### src/sv/multi_channel_byte_fifo_table_unit_defines.svh
// ----------------------------------------------------------------------------
// Assertion macros for the byte FIFO table
// Shared concurrent check forms, clocked on clk and disabled in reset.
// ----------------------------------------------------------------------------
`ifndef MULTI_CHANNEL_BYTE_FIFO_TABLE_UNIT_DEFINES_SVH
`define MULTI_CHANNEL_BYTE_FIFO_TABLE_UNIT_DEFINES_SVH

// same-cycle implication
`define MCBF_ASSERT_SAME(lbl, ante, cons) \
    lbl: assert property (@(posedge clk) disable iff (!rst_n) (ante) |-> (cons)) \
        else $error("byte fifo table check failed");

// next-cycle implication
`define MCBF_ASSERT_NEXT(lbl, ante, cons) \
    lbl: assert property (@(posedge clk) disable iff (!rst_n) (ante) |=> (cons)) \
        else $error("byte fifo table check failed");

`endif

### src/sv/mcbf_pkg.sv
// ----------------------------------------------------------------------------
// mcbf_pkg
// Types and constants of the multi-channel byte FIFO table.
// ----------------------------------------------------------------------------
package mcbf_pkg;

    localparam int SLOTS_DEFAULT = 8;
    localparam int DEPTH_DEFAULT = 256;
    localparam int QUEUE_DEPTH   = 2;

    localparam int KIND_W = 3;
    localparam int ID_W   = 16;
    localparam int BYTE_W = 8;
    localparam int STAT_W = 3;
    localparam int FILL_W = 9;

    localparam int FIRST_AUTO_ID = 10;

    localparam logic [KIND_W-1:0] KIND_OPEN_AUTO = 3'd0;
    localparam logic [KIND_W-1:0] KIND_OPEN_ID   = 3'd1;
    localparam logic [KIND_W-1:0] KIND_WRITE     = 3'd2;
    localparam logic [KIND_W-1:0] KIND_READ      = 3'd3;
    localparam logic [KIND_W-1:0] KIND_MARK_END  = 3'd4;
    localparam logic [KIND_W-1:0] KIND_CLOSE     = 3'd5;

    localparam logic [STAT_W-1:0] STAT_OK       = 3'd0;
    localparam logic [STAT_W-1:0] STAT_INVALID  = 3'd1;
    localparam logic [STAT_W-1:0] STAT_NO_SPACE = 3'd2;
    localparam logic [STAT_W-1:0] STAT_EOF      = 3'd3;
    localparam logic [STAT_W-1:0] STAT_BLOCK    = 3'd4;

    typedef struct packed {
        logic [KIND_W-1:0] kind;
        logic [ID_W-1:0]   pipe_id;
        logic [BYTE_W-1:0] data_byte;
        logic              transfer_end;
    } in_item_t;

    typedef struct packed {
        in_item_t item;
        logic     bad;
    } cmd_t;

    typedef struct packed {
        logic push;
        logic pop;
        logic full;
        logic empty;
    } front_stat_t;

    typedef struct packed {
        logic rd_issue;
        logic rd_wait;
    } back_stat_t;

endpackage

### src/sv/mcbf_if.sv
// ----------------------------------------------------------------------------
// mcbf channel interfaces
// Request and response channels with valid/ready handshake.
// ----------------------------------------------------------------------------
interface mcbf_in_if;
    import mcbf_pkg::*;

    logic              valid;
    logic              ready;
    logic [KIND_W-1:0] kind;
    logic [ID_W-1:0]   pipe_id;
    logic [BYTE_W-1:0] data_byte;
    logic              transfer_end;

    modport source (output valid, kind, pipe_id, data_byte, transfer_end, input ready);
    modport sink   (input valid, kind, pipe_id, data_byte, transfer_end, output ready);
endinterface


### src/sv/mcbf_front.sv
// ----------------------------------------------------------------------------
// mcbf_front
// Accept request transfers, flag malformed ones, and hold them in a short queue.
// ----------------------------------------------------------------------------
module mcbf_front (
    input  logic                  clk,
    input  logic                  rst_n,
    mcbf_in_if.sink               req,
    input  logic                  pop,
    output mcbf_pkg::cmd_t        head,
    output logic                  head_valid,
    output mcbf_pkg::front_stat_t stat
);
    import mcbf_pkg::*;

    localparam int QW = $clog2(QUEUE_DEPTH);
    localparam int CW = $clog2(QUEUE_DEPTH + 1);

    cmd_t          q_reg [QUEUE_DEPTH];
    logic [QW-1:0] wr_ptr_reg, wr_ptr_next;
    logic [QW-1:0] rd_ptr_reg, rd_ptr_next;
    logic [CW-1:0] count_reg, count_next;
    cmd_t          cmd;
    logic          push;
    logic          do_pop;

    assign req.ready  = (count_reg != CW'(QUEUE_DEPTH));
    assign push       = req.valid && req.ready;
    assign do_pop     = pop && (count_reg != '0);
    assign head       = q_reg[rd_ptr_reg];
    assign head_valid = (count_reg != '0);

    always_comb
    begin
        cmd.item.kind         = req.kind;
        cmd.item.pipe_id      = req.pipe_id;
        cmd.item.data_byte    = req.data_byte;
        cmd.item.transfer_end = req.transfer_end;
        cmd.bad = (req.kind > KIND_CLOSE)
               || ((req.kind != KIND_OPEN_AUTO) && (req.pipe_id == '0));
    end

    always_comb
    begin
        wr_ptr_next = push   ? QW'(wr_ptr_reg + 1'b1) : wr_ptr_reg;
        rd_ptr_next = do_pop ? QW'(rd_ptr_reg + 1'b1) : rd_ptr_reg;
        count_next  = count_reg;
        if (push && !do_pop)
        begin
            count_next = CW'(count_reg + 1'b1);
        end
        else if (!push && do_pop)
        begin
            count_next = CW'(count_reg - 1'b1);
        end
    end

    always_ff @(posedge clk or negedge rst_n)
    begin
        if (!rst_n)
        begin
            wr_ptr_reg <= '0;
            rd_ptr_reg <= '0;
            count_reg  <= '0;
        end
        else
        begin
            wr_ptr_reg <= wr_ptr_next;
            rd_ptr_reg <= rd_ptr_next;
            count_reg  <= count_next;
        end
    end

    always_ff @(posedge clk)
    begin
        if (push)
        begin
            q_reg[wr_ptr_reg] <= cmd;
        end
    end

    assign stat.push  = push;
    assign stat.pop   = do_pop;
    assign stat.full  = !req.ready;
    assign stat.empty = (count_reg == '0);
endmodule

### src/flat_wrapper.sv
// flat-port wrapper written by rule: the top's interface ports become plain ports
module mcbf_front_flat import mcbf_pkg::*;
  (clk, rst_n, pop, head, head_valid, stat, req_valid, req_kind, req_pipe_id, req_data_byte, req_transfer_end, req_ready);
  mcbf_in_if req_i ();
  input  logic clk;
  input  logic rst_n;
  input  logic pop;
  output mcbf_pkg::cmd_t head;
  output logic head_valid;
  output mcbf_pkg::front_stat_t stat;
  input wire logic [$bits(req_i.valid)-1:0] req_valid;
  input wire logic [$bits(req_i.kind)-1:0] req_kind;
  input wire logic [$bits(req_i.pipe_id)-1:0] req_pipe_id;
  input wire logic [$bits(req_i.data_byte)-1:0] req_data_byte;
  input wire logic [$bits(req_i.transfer_end)-1:0] req_transfer_end;
  output wire logic [$bits(req_i.ready)-1:0] req_ready;
  assign req_i.valid = req_valid;
  assign req_i.kind = req_kind;
  assign req_i.pipe_id = req_pipe_id;
  assign req_i.data_byte = req_data_byte;
  assign req_i.transfer_end = req_transfer_end;
  assign req_ready = req_i.ready;
  mcbf_front u_core (.clk(clk), .rst_n(rst_n), .req(req_i), .pop(pop), .head(head), .head_valid(head_valid), .stat(stat));
endmodule
### config.mk
export PLATFORM = sky130hd
export DESIGN_NAME = mcbf_front_flat
export DESIGN_NICKNAME = d
export VERILOG_FILES = /design/src/sv/multi_channel_byte_fifo_table_unit_defines.svh /design/src/sv/mcbf_pkg.sv /design/src/sv/mcbf_if.sv /design/src/sv/mcbf_front.sv /design/src/flat_wrapper.sv
export SDC_FILE = /design/constraint.sdc
export NUM_CORES = 1
export LEC_CHECK = 0
export BUFFER_PORTS_ARGS = -buffer_cell sky130_fd_sc_hd__buf_2
export CORE_MARGIN = 10
export CORE_UTILIZATION = 46
export DETAILED_ROUTE_END_ITERATION = 8
export GPL_TIMING_DRIVEN = 0
export PLACE_DENSITY = 0.86
export SLEW_MARGIN = 30
export SYNTH_ARGS = -nofsm -noshare
export SYNTH_HDL_FRONTEND = slang
export SYNTH_SLANG_ARGS = --single-unit
### constraint.sdc
create_clock -name clk -period 2.2 [get_ports clk]
set_input_delay 0.11 -clock clk [delete_from_list [all_inputs] [get_ports clk]]
set_output_delay 0.11 -clock clk [all_outputs]
set_load 0.1 [all_outputs]
; Yosys cells after proc, flatten, opt, wreduce, memory -nomap -nowiden
; Memory sizes are Yosys's and may differ from the RTL's.
; Index checks and enable logic that the tools add are counted.
[totals]
output_inout_bits = 35
memories = 1
register_bits = 4
ramBits = 58
word_cells = 28
input_bits = 32
[memory_table]
columns = name, words, word_bits, rd, rd_ports_with_merged_regs, write_ports, line_no
row1 = u_core.q_reg, 2, 29, 1, 0, 1, mcbf_front.sv:19  ; cmd_t q_reg [QUEUE_DEPTH];
[classes]
n_addsub = 4
n_reduce_logical = 14
n_mux = 4
n_lt_le_gt_ge = 1
n_eq_ne = 1
[ops]
columns = op, n
row1 = 16-bit logical NOT, 1
row2 = 1-bit logical AND, 5
row3 = 2-bit two-way mux, 2
row4 = 2-bit nonzero test, 2
row5 = "3-bit > comparator, second input constant", 1
row6 = 1-bit logical NOT, 3
row7 = 3-bit nonzero test, 1
row8 = "1-bit adder, second input constant", 2
row9 = "2-bit by 1-bit adder with 2-bit output, second input constant", 1
row10 = 2-bit logical NOT, 1
row11 = 1-bit two-way mux, 2
row12 = "2-bit inequality test, second input constant", 1
row13 = "2-bit by 1-bit subtractor with 2-bit output, second input constant", 1
row14 = 1-bit logical OR, 1

; Logic depth before layout (Yosys ltp)
; Gate-level depths: netlist (run 1).
[logic_depth]
ltp_word = 6
depth_mapped = 7
ltp_nobuf = 7

; Worst setup path after synthesis (run 1)
; Ideal clock, no wire load.
[synth_path]
path_kind = flip-flop to flip-flop
from = register u_core.count_reg[0]
to = memory u_core.q_reg[0][0] in the netlist's numbering, enable pin
path_stages_with_launch = 4
period_less_slack_ns = 2.555
arrival_ns = 2.140
required_ns = 1.785
setup_slack_ns = -0.355
setup_ns = 0.415
path_buffers = 0
path_cell_list = dfrtp_1 nand2b_4 nand2_1 nor2_1
[synth_via]
elab_chain_cells = 4
[synth_rtl]
columns = item, line_no
row1 = start: declaration, mcbf_front.sv:22  ; logic [CW-1:0] count_reg, count_next;
row2 = start signal: assignment, mcbf_front.sv:70  ; count_reg <= count_next;
row3 = 2-bit inequality test, mcbf_front.sv:27  ; assign req.ready = (count_reg != CW'(QUEUE_DEPTH));
row4 = net req_ready, flat_wrapper.sv:16  ; output wire logic [$bits(req_i.ready)-1:0] req_ready;
row5 = 1-bit logical AND, mcbf_front.sv:28  ; assign push = req.valid && req.ready;
row6 = 1-bit two-way mux, mcbf_front.sv:76  ; if (push)
row7 = 1-bit two-way mux (implied by the code), mcbf_front.sv:78  ; q_reg[wr_ptr_reg] <= cmd;
row8 = end: declaration, mcbf_front.sv:19
; The timed path passes the listed nets, and every way through them passes these cells.

; Worst setup path after layout (run 1)
[layout_path]
from = register u_core.count_reg[0]
to = output port stat[3] in the netlist's numbering
[layout_via]
elab_chain_cells = 2
[layout_rtl]
columns = item, line_no
row1 = 2-bit inequality test, mcbf_front.sv:27
row2 = 1-bit logical AND, mcbf_front.sv:28
row3 = end: declaration, flat_wrapper.sv:10  ; output mcbf_pkg::front_stat_t stat;
; Every way passes these cells.

==> results of run 1 <==
per-layer routing:
layer,global-route usage,vias to the layer above
li1,-,679
met1,0.134,690
met2,0.218,61
met3,0.0489,7
met4,0.0578,0
met5,0,-
layout make-up:
| class | count | area share |
|---|---|---|
| repair buffers | 96 | 0.196 |
| clock buffers | 10 | 0.0386 |
| well taps | 70 | 0.0265 |
| clock inverters | 6 | 0.0159 |
| inverters | 4 | 0.00454 |
| plain buffers | 5 | 0.0147 |
| flip-flops and latches | 62 | 0.557 |
| multi-input cells | 50 | 0.147 |
what timing repair did:
action	in CTS	in global routing
hold buffers	29	0
setup buffers	0	0
setup endpoints to repair	0	0
endpoints found under the hold margin	60	0
tightest hold or removal path: stages:
cell	delay, ps
buf_2	110
nand2_4	60
xnor2_1	50
cell usage in the layout (no fill, tap or decap):
cell type,synthesis,routed
buf_2,0,66
edfxtp_1,58,58
mux2_2,29,29
dlygate4sd3_1,0,29
clkbuf_8,0,9
inv_1,4,4
nor4_1,4,4
dfrtp_1,4,4
buf_6,3,3
xnor2_1,3,3
clkinv_2,0,3
nand2_1,2,2
xor2_1,2,2
buf_4,2,2
clkinv_1,0,2
or2_4,1,1
nand2b_4,1,1
nand2_4,1,1
nand4_1,1,1
nor3_1,1,1
a21oi_1,1,1
and3_2,0,1
nor2_4,0,1
nor2_1,2,1
ha_1,1,1
bufinv_16,0,1
clkbuf_1,0,1
buf_16,0,1
path summary, 6_finish.rpt:
path / start / end / slack (ps) / cells after the start
max in group asynchronous: rst_n / u_core.rd_ptr_reg / 1970 / 2
min in group asynchronous: rst_n / u_core.count_reg[0] / 110 / 2
max: u_core.count_reg[0] / stat[3] / 430 / 5
max reg2reg: u_core.count_reg[0] / u_core.q_reg[1][14] / 580 / 2
min: pop / u_core.rd_ptr_reg / 60 / 3
min reg2reg: u_core.count_reg[0] / u_core.count_reg[0] / 540 / 1
stage by stage:
stage | std cells | hold slack (ps) | util | area (sq um) | setup TNS, ps
detailed placement | 258 | -77.5 | 0.559 | 2840 | 0
CTS | 303 | 48.1 | 0.652 | 3310 | 0
floorplan | 121 | -186 | - | 2390 | 0
finish | 303 | 57.5 | 0.652 | 3310 | 0
global placement | 257 | -76.3 | 0.553 | 2810 | -1260
global route | 303 | 65.2 | 0.652 | 3310 | 0
cell families (layout without fill, tap and decap cells):
| kind of cell | after synthesis | after routing | synth area share |
|---|---|---|---|
| muxes | 29 | 29 | 0.137 |
| adders and majority gates | 1 | 1 | 0.00525 |
| and+or+nand+nor | 14 | 14 | 0.0383 |
| buffers and inverters | 9 | 121 | 0.0268 |
| DFF | 62 | 62 | 0.772 |
| xor gates and xnor gates | 5 | 5 | 0.0184 |
| AOI/OAI and AO/OA | 1 | 1 | 0.00210 |
==> summary.txt, run 1 <==
Critical path
  • Startpoint types: flop
  • Crit path required time: 2090 ps
  • CP Cell Sequence: nand2b_4, nand2_1, inv_1, buf_4, buf_2
  • Worst Setup End Kind: primary output
  • CP max stage cell: dfrtp_1
  • Crit path kind: flop to primary output
  • Worst Path Buf+Inv: 3
  • Cell family with most CP delay: buffers and inverters
  • Critical Path AT: 1660 ps
  • CP Max Fanout: 4
  • CP peak stage delay: 410 ps

Detailed routing
  • Initial drt markers: 75
  • Wire length per cell: 17.2 microns
  • Antenna Nets Post-Route: 0
  • DR DRC count: 0
  • Drt total wl: 5210 microns
  • Met2 routed WL: 2660 microns
  • WL met1: 2060 microns
  • Top sig layer: met4
  • DR vias/cell: 4.74
  • Via count: 1437
  • Detailed Routing Iterations Pass 1: 4
  • WL met3: 429 microns

Synthesis
  • Top cells by count, synth: edfxtp_1 (58), mux2_2 (29), dfrtp_1 (4), inv_1 (4), nor4_1 (4)
  • Post-Syn Nets: 154
  • Synthesized cell area: 0.00238 sq mm
  • Top-count cell post-synth: edfxtp_1
  • Yosys warns: 0
  • Sequential area share after synthesis: 0.772
  • Number of flops mapped to enable cells by yosys: 58
  • Largest area contributor in the netlist: edfxtp_1
  • Async SR Flop Fraction: 0.0645
  • Synth Instances: 121
  • Synth Register Bits: 62
  • Avg Inst Size Synth: 19.7 sq um
  • Synth Flop Type: edfxtp_1
  • Post-synth cell types: 19
  • Synth top area cells: edfxtp_1 (73%), mux2_2 (14%), dfrtp_1 (4.2%)
  • Post-synth top area share: 0.730

Timing
  • Max frequency: 565 MHz
  • Final Critical Period: 1770 ps
  • Part of the cycle the worst path needs: 0.804
  • Pins over their slew limit: 0
  • Setup Viol. Count Final: 0
  • Hold Vio Cnt, Final: 0
  • Worst-Margin Slew: 706 ps
  • Clk_skew: 3.92 ps
  • Unrepaired setup endpoints after global routing: false
  • Slew headroom: 0.530
  • Final WS setup: 431 ps

Global routing
  • Grt ovf: 0
  • Global-route wire length before repair: 8290 microns
  • All-Layer GR Usage: 0.127
  • Vias in the first global route: 1631
  • Pin count of the biggest net entering global routing: 30
  • Initial antenna violation count: 0

Layout
  • Multi-input gate area in the final layout: 488 sq um
  • Filler cells: 368
  • Ratio of cells with drive above 1 in the final layout: 0.511
  • Synth-to-Final Area Change: 38.8%
  • N_diodes: 0
  • FF/Latch Area: 0.00184 sq mm
  • Max reg flops: 58
  • Final nets: 261

Floorplan
  • Die H: 92 microns
  • Core Region: 0.00507 sq mm
  • Top-level I/O count: 67
  • Die area: 0.00846 sq mm
  • Die width: 92 microns
  • # rows: 26
  • Initial core utilization: 0.470

Run status
  • Outcome: finished clean

Placement
  • Hpwl dp: 3280 microns
  • # port buffers: 66
  • Gpl congestion: 0.680
  • DP Worst Slack: 583 ps

Clock network
  • CTS max path bufs: 2
  • H-Tree Depth: 3
  • TritonCTS clock tree: yes
  • Clock latency on the worst-skew pair: 320 ps
  • Sink Count: 62
  • Clock Pin Slew Worst Setup and Hold Paths: 60 ps
  • Clock root buffer: clkbuf_8
  • # resized after CTS: 0
  • CTS Buf Count: 9

Run
  • Max_cap viols: 0

Min path
  • Hold Crit Class: primary input to flop
Power of run 1 is not shown: default switching activity piles up to over one toggle a cycle in this logic, so the estimate is an artifact.
==> run 2: changes to the inputs <==
==> constraint.sdc (replaced) <==
create_clock -name clk -period 1.6 [get_ports clk]
set_input_delay 0.08 -clock clk [delete_from_list [all_inputs] [get_ports clk]]
set_output_delay 0.08 -clock clk [all_outputs]
set_load 0.1 [all_outputs]
==> summary.txt, run 2 (same netlist as run 1, synthesis figures left out) <==
Critical path
  • CP startpoint: u_core.rd_ptr_reg (was u_core.count_reg[0])
  • Crit path kind: flop to primary output (unchanged)
  • Cells on worst reg2reg path: 6 (was 2)
  • CP Max Fanout: 10 (was 4)
  • Startpoint types: flop (unchanged)
  • Critical Path AT: 1510 ps (was 1660 ps)
  • Worst R2R Start: u_core.count_reg[0] (unchanged)
  • Worst Setup End Kind: primary output (unchanged)
  • Crit path required time: 1520 ps (was 2090 ps)
  • Setup slack, reg-to-reg: 120 ps (was 580 ps)

Timing
  • Final Critical Period: 1590 ps
  • Hold Vio Cnt, Final: 0 (unchanged)
  • Part of the cycle the worst path needs: 0.992
  • Final TNS setup: 0 ps (unchanged)
  • Clk_skew: 6.56 ps (was 3.92 ps)
  • Setup Viol. Count Final: 0 (unchanged)
  • Slew headroom: 0.670 (was 0.530)
  • Max frequency: 630 MHz
  • Worst-Margin Slew: 498 ps (was 706 ps)
  • Pins over their slew limit: 0 (unchanged)
  • Unrepaired setup endpoints after global routing: true (was false)

Layout
  • Ratio of cells with drive above 1 in the final layout: 0.534 (was 0.511)
  • Synth-to-Final Area Change: 49.5% (was 38.8%)
  • Final nets: 264 (was 261)
  • Multi-input gate area in the final layout: 514 sq um (was 488 sq um)
  • Filler cells: 336 (was 368)
  • N_diodes: 0 (unchanged)
  • Most common cell after layout, fill and taps aside: edfxtp_1 (was buf_2)
  • FF/Latch Area: 0.00184 sq mm (about the same)
  • Max reg flops: 58 (unchanged)
  • Util after Layout: 0.703 (was 0.652)
  • Most frequent cells in the layout: edfxtp_1 (58), buf_2 (34), buf_6 (31), dlygate4sd3_1 (29), mux2_2 (28) (was buf_2 (66), edfxtp_1 (58), mux2_2 (29), dlygate4sd3_1 (29), clkbuf_8 (9))

Clock network
  • Clock Pin Slew Worst Setup and Hold Paths: 60 ps (about the same)
  • Clock latency on the worst-skew pair: 320 ps (about the same)
  • Clock root buffer: clkbuf_8 (unchanged)
  • CTS Buf Count: 9 (unchanged)
  • CTS max path bufs: 2 (unchanged)
  • H-Tree Depth: 3 (unchanged)
  • Sink Count: 62 (unchanged)
  • TritonCTS clock tree: yes (unchanged)

Placement
  • Hpwl dp: 3420 microns (was 3280 microns)
  • # port buffers: 66 (unchanged)
  • Gpl congestion: 0.684 (was 0.680)

Detailed routing
  • Wire length per cell: 19.2 microns (was 17.2 microns)
  • Initial drt markers: 52 (was 75)
  • Drt total wl: 5880 microns (was 5210 microns)
  • DR vias/cell: 4.86 (was 4.74)
  • Top sig layer: met4 (unchanged)
  • DR DRC count: 0 (unchanged)
  • Detailed Routing Iterations Pass 1: 4 (unchanged)
  • WL met1: 2360 microns (was 2060 microns)
  • WL met3: 396 microns (was 429 microns)
  • Met2 routed WL: 3060 microns (was 2660 microns)
  • Antenna Nets Post-Route: 0 (unchanged)
  • Via count: 1488 (was 1437)

Run
  • Max_cap viols: 0 (unchanged)

Floorplan
  • Die width: 92 microns (unchanged)
  • Die H: 92 microns (unchanged)
  • Initial core utilization: 0.470 (unchanged)
  • Top-level I/O count: 67 (unchanged)
  • Die area: 0.00846 sq mm (unchanged)
  • # rows: 26 (unchanged)
  • Core Region: 0.00507 sq mm (unchanged)

Min path
  • WHS Path Cells: 3 (unchanged)
  • Hold Crit Class: primary input to flop (unchanged)
  • Hold wc startpoint: pop (unchanged)

Global routing
  • Pin count of the biggest net entering global routing: 30 (unchanged)
  • Vias in the first global route: 1667 (was 1631)
  • Initial antenna violation count: 0 (unchanged)
  • Grt ovf: 0 (unchanged)
  • All-Layer GR Usage: 0.136 (was 0.127)
  • Global-route wire length before repair: 8880 microns (was 8290 microns)

Run status
  • Outcome: finished clean (unchanged)
[run 2: critical path, stage by stage (launching register included)]
cell and delay (ps):
dfrtp_2 450, buf_8 180, mux2_2 360, buf_6 190
[run 2: final cells by class]
type / instances / area share
multi-input combinational: 51 / 0.144
clock buffer: 16 / 0.0561
sequential: 62 / 0.517
tap: 70 / 0.0246
timing repair buffer: 98 / 0.238
inverter: 4 / 0.00421
buffer: 5 / 0.0158
[run 2: layer usage]
metal | GRT usage | vias to the layer above
met5 | 0 | -
met4 | 0.0540 | 0
met3 | 0.0513 | 7
met2 | 0.235 | 57
met1 | 0.148 | 738
li1 | - | 686
[run 2: worst paths after layout]
path,end
setup / recovery,head[20]
hold / removal,u_core.rd_ptr_reg
setup reg to reg,u_core.count_reg[1]
hold reg to reg,u_core.count_reg[0]
max in group asynchronous,u_core.count_reg[1]
min in group asynchronous,u_core.count_reg[0]
[run 2: timing repair]
action,4_1_cts,5_1_grt
setup endpoints to repair,90,31
hold buffers,29,0
gates cloned,1,1
buffers inserted,0,2
hold endpoints to repair,60,0
pin swaps,1,0
gates resized for setup,54,20
[run 2: per-stage QoR]
stage          area (sq um)  setup slack, ps  instances  hold WS, ps
2_1_floorplan          2400             -118        121         -216
3_3_place_gp           2820             -108        257         -107
3_5_place_dp           2820             -146        257         -108
4_1_cts                3480            0.605        303         22.2
5_1_grt                3570            -34.8        306         29.4
6_report               3570             13.0        306         36.0
Power of run 2 is left out for the same reason.
